## src/dwq_pkg.sv

```systemverilog
package dwq_pkg;

    localparam int TASK_W = 6;

    typedef enum logic [1:0] {
        ACT_ADD      = 2'd0,
        ACT_ADD_SAFE = 2'd1,
        ACT_WAKE_ALL = 2'd2
    } t_action;

    localparam logic signed [1:0] DELTA_PLUS  = 2'sd1;
    localparam logic signed [1:0] DELTA_ZERO  = 2'sd0;
    localparam logic signed [1:0] DELTA_MINUS = -2'sd1;

    typedef struct packed {
        logic shift;
        logic load;
    } t_cell_ctl;

endpackage

```

## src/dedup_wake_queue.sv

```systemverilog
// Deduplicating wake queue: a FIFO of task numbers that refuses duplicates.
// Input channel: i_action and i_task_id are taken at a rising edge where
// start is high and busy is low. Add and add_safe produce one result on the
// cycle after acceptance, and busy stays low, so adds run at one per cycle
// outside a drain. Wake_all raises busy and then emits one woken task per
// cycle in insertion order; the last one carries o_last, and busy drops
// together with it. An empty drain gives one result, in the cycle after acceptance.
// The queue is a row of MAX_TASKS cells; a drain shifts the whole row one
// cell toward the head every cycle, so the drain rate is set by that shift.
// Queued marks are one flip-flop per task number.
// Results: o_strobe marks each result for exactly one cycle; the receiver
// cannot stall, so each result is taken on the edge that ends its cycle.
// Reset (i_rst_n low, synchronous) empties the queue and clears all marks.
// Action code 3 is accepted and ignored; it yields no result.
module dedup_wake_queue
    import dwq_pkg::*;
#(
    parameter int MAX_TASKS = 64
) (
    input  logic                    i_clk,
    input  logic                    i_rst_n,
    input  logic                    start,
    output logic                    busy,
    input  logic [1:0]              i_action,
    input  logic [TASK_W-1:0]       i_task_id,
    output logic                    o_strobe,
    output logic [TASK_W-1:0]       o_task_num,
    output logic                    o_added,
    output logic                    o_woken,
    output logic signed [1:0]       o_ref_delta,
    output logic                    o_last
);

    localparam int IDX_W = $clog2(MAX_TASKS);
    localparam logic [TASK_W:0] MAX_VAL = (TASK_W + 1)'(MAX_TASKS);

    logic [MAX_TASKS-1:0] r_mark;
    logic                 r_drain;
    logic                 r_strobe;
    logic [TASK_W-1:0]    r_task_num;
    logic                 r_added;
    logic                 r_woken;
    logic signed [1:0]    r_ref_delta;
    logic                 r_last;

    logic [MAX_TASKS-1:0] cell_valid;
    logic [IDX_W-1:0]     cell_task [MAX_TASKS];
    t_cell_ctl            cell_ctl;

    logic                 accept;
    logic [IDX_W-1:0]     in_idx;
    logic                 in_range;
    logic                 add_ok;
    t_action              act;

    assign accept   = start && !r_drain;
    assign act      = t_action'(i_action);
    assign in_idx   = i_task_id[IDX_W-1:0];
    assign in_range = {1'b0, i_task_id} < MAX_VAL;
    assign add_ok   = in_range && !r_mark[in_idx];

    assign cell_ctl.shift = r_drain;
    assign cell_ctl.load  = accept && (act == ACT_ADD || act == ACT_ADD_SAFE) && add_ok;

    for (genvar i = 0; i < MAX_TASKS; i++) begin : g_cell
        logic             prev_valid;
        logic             next_valid;
        logic [IDX_W-1:0] next_task;

        if (i == 0) begin : g_first
            assign prev_valid = 1'b1;
        end else begin : g_mid
            assign prev_valid = cell_valid[i-1];
        end

        if (i == MAX_TASKS - 1) begin : g_end
            assign next_valid = 1'b0;
            assign next_task  = '0;
        end else begin : g_inner
            assign next_valid = cell_valid[i+1];
            assign next_task  = cell_task[i+1];
        end

        dwq_cell #(
            .IDX_W(IDX_W)
        ) u_cell (
            .i_clk       (i_clk),
            .i_rst_n     (i_rst_n),
            .i_ctl       (cell_ctl),
            .i_task      (in_idx),
            .i_prev_valid(prev_valid),
            .i_next_valid(next_valid),
            .i_next_task (next_task),
            .o_valid     (cell_valid[i]),
            .o_task      (cell_task[i])
        );
    end

    always_ff @(posedge i_clk) begin
        if (!i_rst_n) begin
            r_mark   <= '0;
            r_drain  <= 1'b0;
            r_strobe <= 1'b0;
        end else begin
            r_strobe <= 1'b0;
            if (r_drain) begin
                r_mark[cell_task[0]] <= 1'b0;
                r_strobe             <= 1'b1;
                r_task_num           <= TASK_W'(cell_task[0]);
                r_added              <= 1'b0;
                r_woken              <= 1'b1;
                r_ref_delta          <= DELTA_MINUS;
                r_last               <= !cell_valid[1];
                r_drain              <= cell_valid[1];
            end else if (accept) begin
                unique case (act)
                    ACT_ADD, ACT_ADD_SAFE: begin
                        if (add_ok) begin
                            r_mark[in_idx] <= 1'b1;
                        end
                        r_strobe   <= 1'b1;
                        r_task_num <= i_task_id;
                        r_added    <= add_ok;
                        r_woken    <= 1'b0;
                        r_last     <= 1'b1;
                        if (act == ACT_ADD) begin
                            r_ref_delta <= add_ok ? DELTA_PLUS : DELTA_ZERO;
                        end else begin
                            r_ref_delta <= add_ok ? DELTA_ZERO : DELTA_MINUS;
                        end
                    end
                    ACT_WAKE_ALL: begin
                        if (cell_valid[0]) begin
                            r_drain <= 1'b1;
                        end else begin
                            r_strobe    <= 1'b1;
                            r_task_num  <= '0;
                            r_added     <= 1'b0;
                            r_woken     <= 1'b0;
                            r_ref_delta <= DELTA_ZERO;
                            r_last      <= 1'b1;
                        end
                    end
                    default: begin
                    end
                endcase
            end
        end
    end

    assign busy        = r_drain;
    assign o_strobe    = r_strobe;
    assign o_task_num  = r_task_num;
    assign o_added     = r_added;
    assign o_woken     = r_woken;
    assign o_ref_delta = r_ref_delta;
    assign o_last      = r_last;

    a_drain_head: assert property (@(posedge i_clk) disable iff (!i_rst_n)
        r_drain |-> cell_valid[0])
        else $error("drain active with empty head cell");

    a_contiguous: assert property (@(posedge i_clk) disable iff (!i_rst_n)
        ((cell_valid >> 1) & ~cell_valid) == '0)
        else $error("gap in cell row");

    a_mark_count: assert property (@(posedge i_clk) disable iff (!i_rst_n)
        $countones(r_mark) == $countones(cell_valid))
        else $error("queued marks disagree with cell row");

    a_drain_end: assert property (@(posedge i_clk) disable iff (!i_rst_n)
        o_strobe && o_woken && o_last |-> !busy && !cell_valid[0])
        else $error("queue not empty after final woken item");

endmodule

```

## src/dwq_cell.sv

```systemverilog
module dwq_cell
    import dwq_pkg::*;
#(
    parameter int IDX_W = 6
) (
    input  logic             i_clk,
    input  logic             i_rst_n,
    input  t_cell_ctl        i_ctl,
    input  logic [IDX_W-1:0] i_task,
    input  logic             i_prev_valid,
    input  logic             i_next_valid,
    input  logic [IDX_W-1:0] i_next_task,
    output logic             o_valid,
    output logic [IDX_W-1:0] o_task
);

    logic             r_valid;
    logic [IDX_W-1:0] r_task;

    always_ff @(posedge i_clk) begin
        if (!i_rst_n) begin
            r_valid <= 1'b0;
        end else if (i_ctl.shift) begin
            r_valid <= i_next_valid;
        end else if (i_ctl.load && !r_valid && i_prev_valid) begin
            r_valid <= 1'b1;
        end
    end

    always_ff @(posedge i_clk) begin
        if (i_ctl.shift) begin
            r_task <= i_next_task;
        end else if (i_ctl.load && !r_valid && i_prev_valid) begin
            r_task <= i_task;
        end
    end

    assign o_valid = r_valid;
    assign o_task  = r_task;

endmodule

```

## config.mk

```make
export PLATFORM = sky130hd
export DESIGN_NAME = dedup_wake_queue
export DESIGN_NICKNAME = d
export VERILOG_FILES = /design/src/dwq_pkg.sv /design/src/dedup_wake_queue.sv /design/src/dwq_cell.sv
export SDC_FILE = /design/constraint.sdc
export NUM_CORES = 1
export LEC_CHECK = 0
export BUFFER_PORTS_ARGS = -buffer_cell sky130_fd_sc_hd__buf_4
export CELL_PAD_IN_SITES_DETAIL_PLACEMENT = 0
export CELL_PAD_IN_SITES_GLOBAL_PLACEMENT = 1
export CORE_UTILIZATION = 40
export CTS_BUF_LIST = sky130_fd_sc_hd__clkbuf_4
export CTS_CLUSTER_SIZE = 20
export DETAILED_ROUTE_END_ITERATION = 6
export PLACE_DENSITY = 0.78
export SLEW_MARGIN = 20
export SYNTH_ARGS = -nofsm -noshare
export SYNTH_HDL_FRONTEND = slang
export SYNTH_SLANG_ARGS = --single-unit
```

## constraint.sdc

```tcl
create_clock -name i_clk -period 3.3 [get_ports i_clk]
set_input_delay 0.66 -clock i_clk [delete_from_list [all_inputs] [get_ports i_clk]]
set_output_delay 0.66 -clock i_clk [all_outputs]
set_load 0.01 [all_outputs]
```

* Word-level counts from Yosys, hierarchy flattened
Index checks and enable logic that the tools add are counted.
Widths: inputs -> output; s select.
** Word-level totals
- Register bits :: 525
- Output and inout port bits :: 13
- Logic and storage cells :: 707
** Operators by class
- Magnitude comparators :: 4
- Eq/ne operators :: 4
- Mux-type cells :: 289
- Bitwise logic cells :: 4
- Reductions and logical operators :: 270
** Operator list (count)
- $mux 6 :: 129
- $mux 64 :: 4
- $mux 1 :: 143
- $logic_and 1x1->1 :: 132
- $reduce_bool 2->1 :: 65
- $logic_not 1->1 :: 66
- $and 64x64->64 :: 1
- $not 64->64 :: 1
- $or 64x64->64 :: 1
- $lt 6x7->1 const B :: 2
- $demux 1 s6 :: 2
- $ge 6x1->1 const B :: 2
- $pmux 6 s2 :: 1
- $mux 2 :: 4
- $pmux 1 s2 :: 4
- $bmux 1 s6 :: 1
- $pmux 2 s2 :: 1
- $reduce_and 4->1 :: 1
- $reduce_or 2->1 :: 2
- $ne 3x3->1 const B :: 1
- $reduce_and 3->1 :: 1
- $reduce_bool 3->1 :: 1
- $eq 2x1->1 const B :: 1
- $eq 2x2->1 const B :: 1
- other kinds (4) :: 4

* Logic depth before layout (Yosys ltp)
- Word-level depth :: 9
- Depth in mapped cells :: 12

* Modules after synthesis
Synthesis repeated with hierarchy kept, for this count alone.
** Unflattened totals
- Cell total of the unflattened synthesis :: 1741
- Area total of the unflattened synthesis :: 25869.8 um^2
** By module, submodules not included
- dwq_cell :: times used 64, cells an instance 20, area an instance 341.6 um^2, sequential area each 200.2 um^2
- dedup_wake_queue :: times used 1, cells an instance 461, area an instance 4008.8 um^2, sequential area each 1651.6 um^2

* Worst setup path after synthesis
Ideal clock, no wire load.
- Path type :: input-to-reg
- Start point :: input port i_task_id[1]
- End point :: register g_cell[26].u_cell.r_task[0], enable pin
- Library setup time :: 0.357 ns
- Data arrival time :: 3.010 ns
- Required time :: 2.943 ns
- Slack :: -0.067 ns
- Stages on the path :: 10
- Buffers on the path :: 4
- Cells stage by stage :: clkbuf_1 -> clkbuf_1 -> mux2_2 -> a2111oi_4 -> nand3b_2 -> nor2_2 -> buf_4 -> buf_4 -> nand2_1 -> o21ai_1
** On the way
- Longest elaborated chain between the ends :: 7
** Ends and longest elaborated chain
- start, declared :: line dedup_wake_queue.sv:25 : input logic [TASK_W-1:0] i_task_id,
- $bmux 1 s6 :: line dedup_wake_queue.sv:60 : assign add_ok = in_range && !r_mark[in_idx];
- $mux 1 (not written as such) :: line dedup_wake_queue.sv:60
- $logic_not 1->1 :: line dedup_wake_queue.sv:60
- $logic_and 1x1->1 :: line dedup_wake_queue.sv:63 : assign cell_ctl.load = accept && (act == ACT_ADD || act == ACT_ADD_SAFE) && add_ok;
- $logic_and 1x1->1 (2 in series) :: line dwq_cell.sv:33 : end else if (i_ctl.load && !r_valid && i_prev_valid) begin
- $reduce_bool 2->1 (no line)
- end signal, assigned :: line dwq_cell.sv:32 : r_task <= i_next_task;
- end signal, assigned :: line dwq_cell.sv:34 : r_task <= i_task;
- end, declared :: line dwq_cell.sv:18 : logic [IDX_W-1:0] r_task;
Every way passes these cells. The select of a mux whose other input is x is not followed.
A chain may end at the register's enable or synchronous reset.

* Worst setup path in the final report
- Start point :: register r_mark[47]
- End point :: register g_cell[37].u_cell.r_task[0], enable pin
** On the way
- Longest elaborated chain between the ends :: 7
** Ends and longest elaborated chain
- start, declared :: line dedup_wake_queue.sv:37 : logic [MAX_TASKS-1:0] r_mark;
- start signal, assigned :: line dedup_wake_queue.sv:101 : r_mark <= '0;
- start signal, assigned by index :: line dedup_wake_queue.sv:107 : r_mark[cell_task[0]] <= 1'b0;
- start signal, assigned by index :: line dedup_wake_queue.sv:119 : r_mark[in_idx] <= 1'b1;
- $bmux 1 s6 :: line dedup_wake_queue.sv:60
- $mux 1 (not written as such) :: line dedup_wake_queue.sv:60
- $logic_not 1->1 :: line dedup_wake_queue.sv:60
- $logic_and 1x1->1 :: line dedup_wake_queue.sv:63
- $logic_and 1x1->1 (2 in series) :: line dwq_cell.sv:33
- $reduce_bool 2->1 (no line)
- end signal, assigned :: line dwq_cell.sv:32
- end signal, assigned :: line dwq_cell.sv:34
- end, declared :: line dwq_cell.sv:18
Every way passes these cells. The select of a mux whose other input is x is not followed.

==> results.cfg <==
[sta]
relSlewSlack_pct = 40.1
fmax_mhz = 344
hold_violations = 0
setup_violations = 0
hold_ws_ns = 0.152
period_share_pct = 88.2
slew_viol_final = 0
layout_setup_ws_ns = 0.390
finalSetupTns_ns = 0
worstMarginPinSlew_ns = 0.896
rsz0062_at_grt = no
fin_skew_ns = 0.0573
layout_min_cycle_time_ns = 2.91

[worst_setup_path]
path_buf_inv = 2
max_stage_delay_ns = 0.46
crit_family = multiplexers
crit_slowest_cell = a2111oi_4
crit_path_cell_trace = mux4_2, mux2_2, a2111oi_4, nand3b_2, nor2_4, buf_4, nand2_1, o21ai_1, buf_4
critPathLaunch = r_mark[47]
worst-setup-path-type = flop to flop
crit_fanout = 13
path_common_cell = buf_4
required_ns = 3.82
cp.arrival_ns = 3.43
r2r-start = r_mark[47]
cp-end-kind = flop
start_kind = flop

[floorplan]
die_area_um2 = 54700
core-area_um2 = 52900
die_x_um = 234
rows = 84
fp.dieH_um = 234
initial_core_util_pct = 40.7
io_pins = 24

[clocking]
holdBufCountCts = 0
clock_sinks = 525
path_clk_slew_ns = 0.06
post_cts_resized = 0
clock_latency_ns = 0.85
h-tree-depth = 4
clk_path_buf_depth = 3
cts-root-buf = clkbuf_4
cts_buffers = 140
postCtsSetupRepairBufs = 0
cts_tree = done

[route]
avgRoutedWirePerCell_um = 16.3
drt_iter0_drc = 1452
wirelength_um = 49800
vias_per_cell = 5.15
vias = 15800
ant_nets = 0
drc = 0
drtPass1Iterations = 6

[pwr]
total_power_mw = 14.1
power_density_nw_per_um2 = 560
cellLeakagePower_nw = 9.34
irDropWorstVdd_v = 0.000296

[layout]
multi_input_area_um2 = 6480
nets = 2269
fill_cells = 4858
utilization_pct = 47.6
stdcell_area_um2 = 25200
drive_gt1_share_pct = 18.8
area_growth_pct = 17.0
ff_latch_area_um2 = 14400
instances_no_fill = 3060

[grt]
grt_pass1_wl_um = 81900
overflow = 0
grt_pass1_vias = 15800
antenna_found_initial = 1
grt_start_max_net_pins = 284
grt_use_total_pct = 18.9

[placed_design]
dp.cells = 2802
gp_congestion = 0.838
io_buffers = 23
placed_cell_area_um2 = 23200
place_hpwl_um = 27700
dpl_worst_slack_ns = -0.149

[yosys]
async_reset_ff_share_pct = 0
syn_area_um2 = 21500
synthCells = 2095
synth_cell_types = 49
yosysWarnings = 0
synth_edf_count = 389
syn_avg_cell_area_um2 = 10.3
synth_nets = 2107
ys.flop_type = edfxtp_1
ys_seq_area_share_pct = 66.9
ys_seq_elements = 525

[flow_run]
cap_violations = 0

[hold_path]
holdCritStartpoint = start
min_path_type = primary input to flop

[outcome]
status = completed
[cell usage after synthesis (2+ instances only)]
cell / number / share of area (%)
o31ai_1: 2 / 0.070
nand2_1: 853 / 15
nand4_1: 2 / 0.058
edfxtp_1: 389 / 54
a21boi_1: 13 / 0.45
nand3_1: 39 / 0.91
nor3b_1: 5 / 0.17
buf_2: 2 / 0.047
nor3_1: 6 / 0.14
and3b_1: 3 / 0.12
nand3b_1: 5 / 0.17
nor2b_1: 7 / 0.20
clkbuf_1: 136 / 2.4
or2_2: 3 / 0.087
and3_1: 3 / 0.087
a31oi_1: 33 / 0.96
nand2b_1: 5 / 0.15
buf_4: 13 / 0.45
a21oi_1: 64 / 1.5
mux4_2: 13 / 1.4
o211ai_1: 2 / 0.070
a21boi_0: 19 / 0.66
buf_1: 6 / 0.10
o21ai_0: 135 / 3.1
dfxtp_1: 136 / 13
nor2_1: 104 / 1.8
o21ai_1: 62 / 1.4
mux2i_1: 11 / 0.51
and4_1: 2 / 0.081
mux2_2: 3 / 0.16
[routing by layer]
| layer | routed length (um) | global-route usage [%] |
|---|---|---|
| met4 | 1020 | 7.02 |
| met3 | 3460 | 4.61 |
| met5 | 0 | 0 |
| met2 | 22900 | 29.2 |
| met1 | 22400 | 25.7 |
[registers in the layout, indices dropped and copies added (netlist names)]
signal / cells
busy: 1
g_cell.u_cell.o_task: 384
g_cell.u_cell.o_valid: 64
o_added: 1
o_last: 1
o_ref_delta: 2
o_strobe: 1
o_task_num: 6
o_woken: 1
r_mark: 64
[logic make-up after synthesis]
| kind of cell | share of synthesized area [%] |
|---|---|
| flops | 66.9 |
| buf+inv | 3.06 |
| simple gates | 19.2 |
| fa+ha+maj | 0.0581 |
| compound gates | 8.68 |
| mux | 2.03 |
[cell type report]
cell class                      instances  share of cell area (%)
Antenna cell                            1                 0.00994
Clock buffer                          220                    6.56
Clock inverter                         36                    1.29
Inverter                                2                  0.0397
Multi-Input combinational cell       1410                    25.7
Sequential cell                       525                    57.2
Tap cell                              688                    3.42
Timing Repair Buffer                  178                    5.73
[power breakdown]
part           leakage [nW]  internal (mW)  total (mW)  switching, mW
Sequential             4.61           7.19        7.24         0.0552
Combinational          3.56          0.189       0.620          0.431
Clock                  1.17           3.57        6.24           2.67
[path summary, 6_finish.rpt]
kind                                  to  slack [ns]  depth (start not counted)
max          g_cell[37].u_cell.o_task[0]        0.39                          9
min                                 busy        0.15                          3
max reg2reg  g_cell[37].u_cell.o_task[0]        0.39                          9
min reg2reg  g_cell[63].u_cell.o_task[1]        0.46                          2
[worst reg2reg max path: cells and delay by family, from the launching register on]
kind            cells  cell delay, ns
compound gates      2            0.62
buf+inv             2            0.43
flops               1            0.32
mux                 2            0.75
simple gates        3            0.46
[layout by cell type, fill, tap and decap left out, drive strengths merged, types with 32 or more instances in the layout]
cell type  Yosys  layout
clkbuf       136     220
a21oi         64      64
a31oi         33      33
buf           22     178
nand2        853     853
nand3         39      39
o21ai        197     197
nor2         105     105
dfxtp        136     136
a21boi        32      32
edfxtp       389     389
Power figures use the tool's default switching activity.
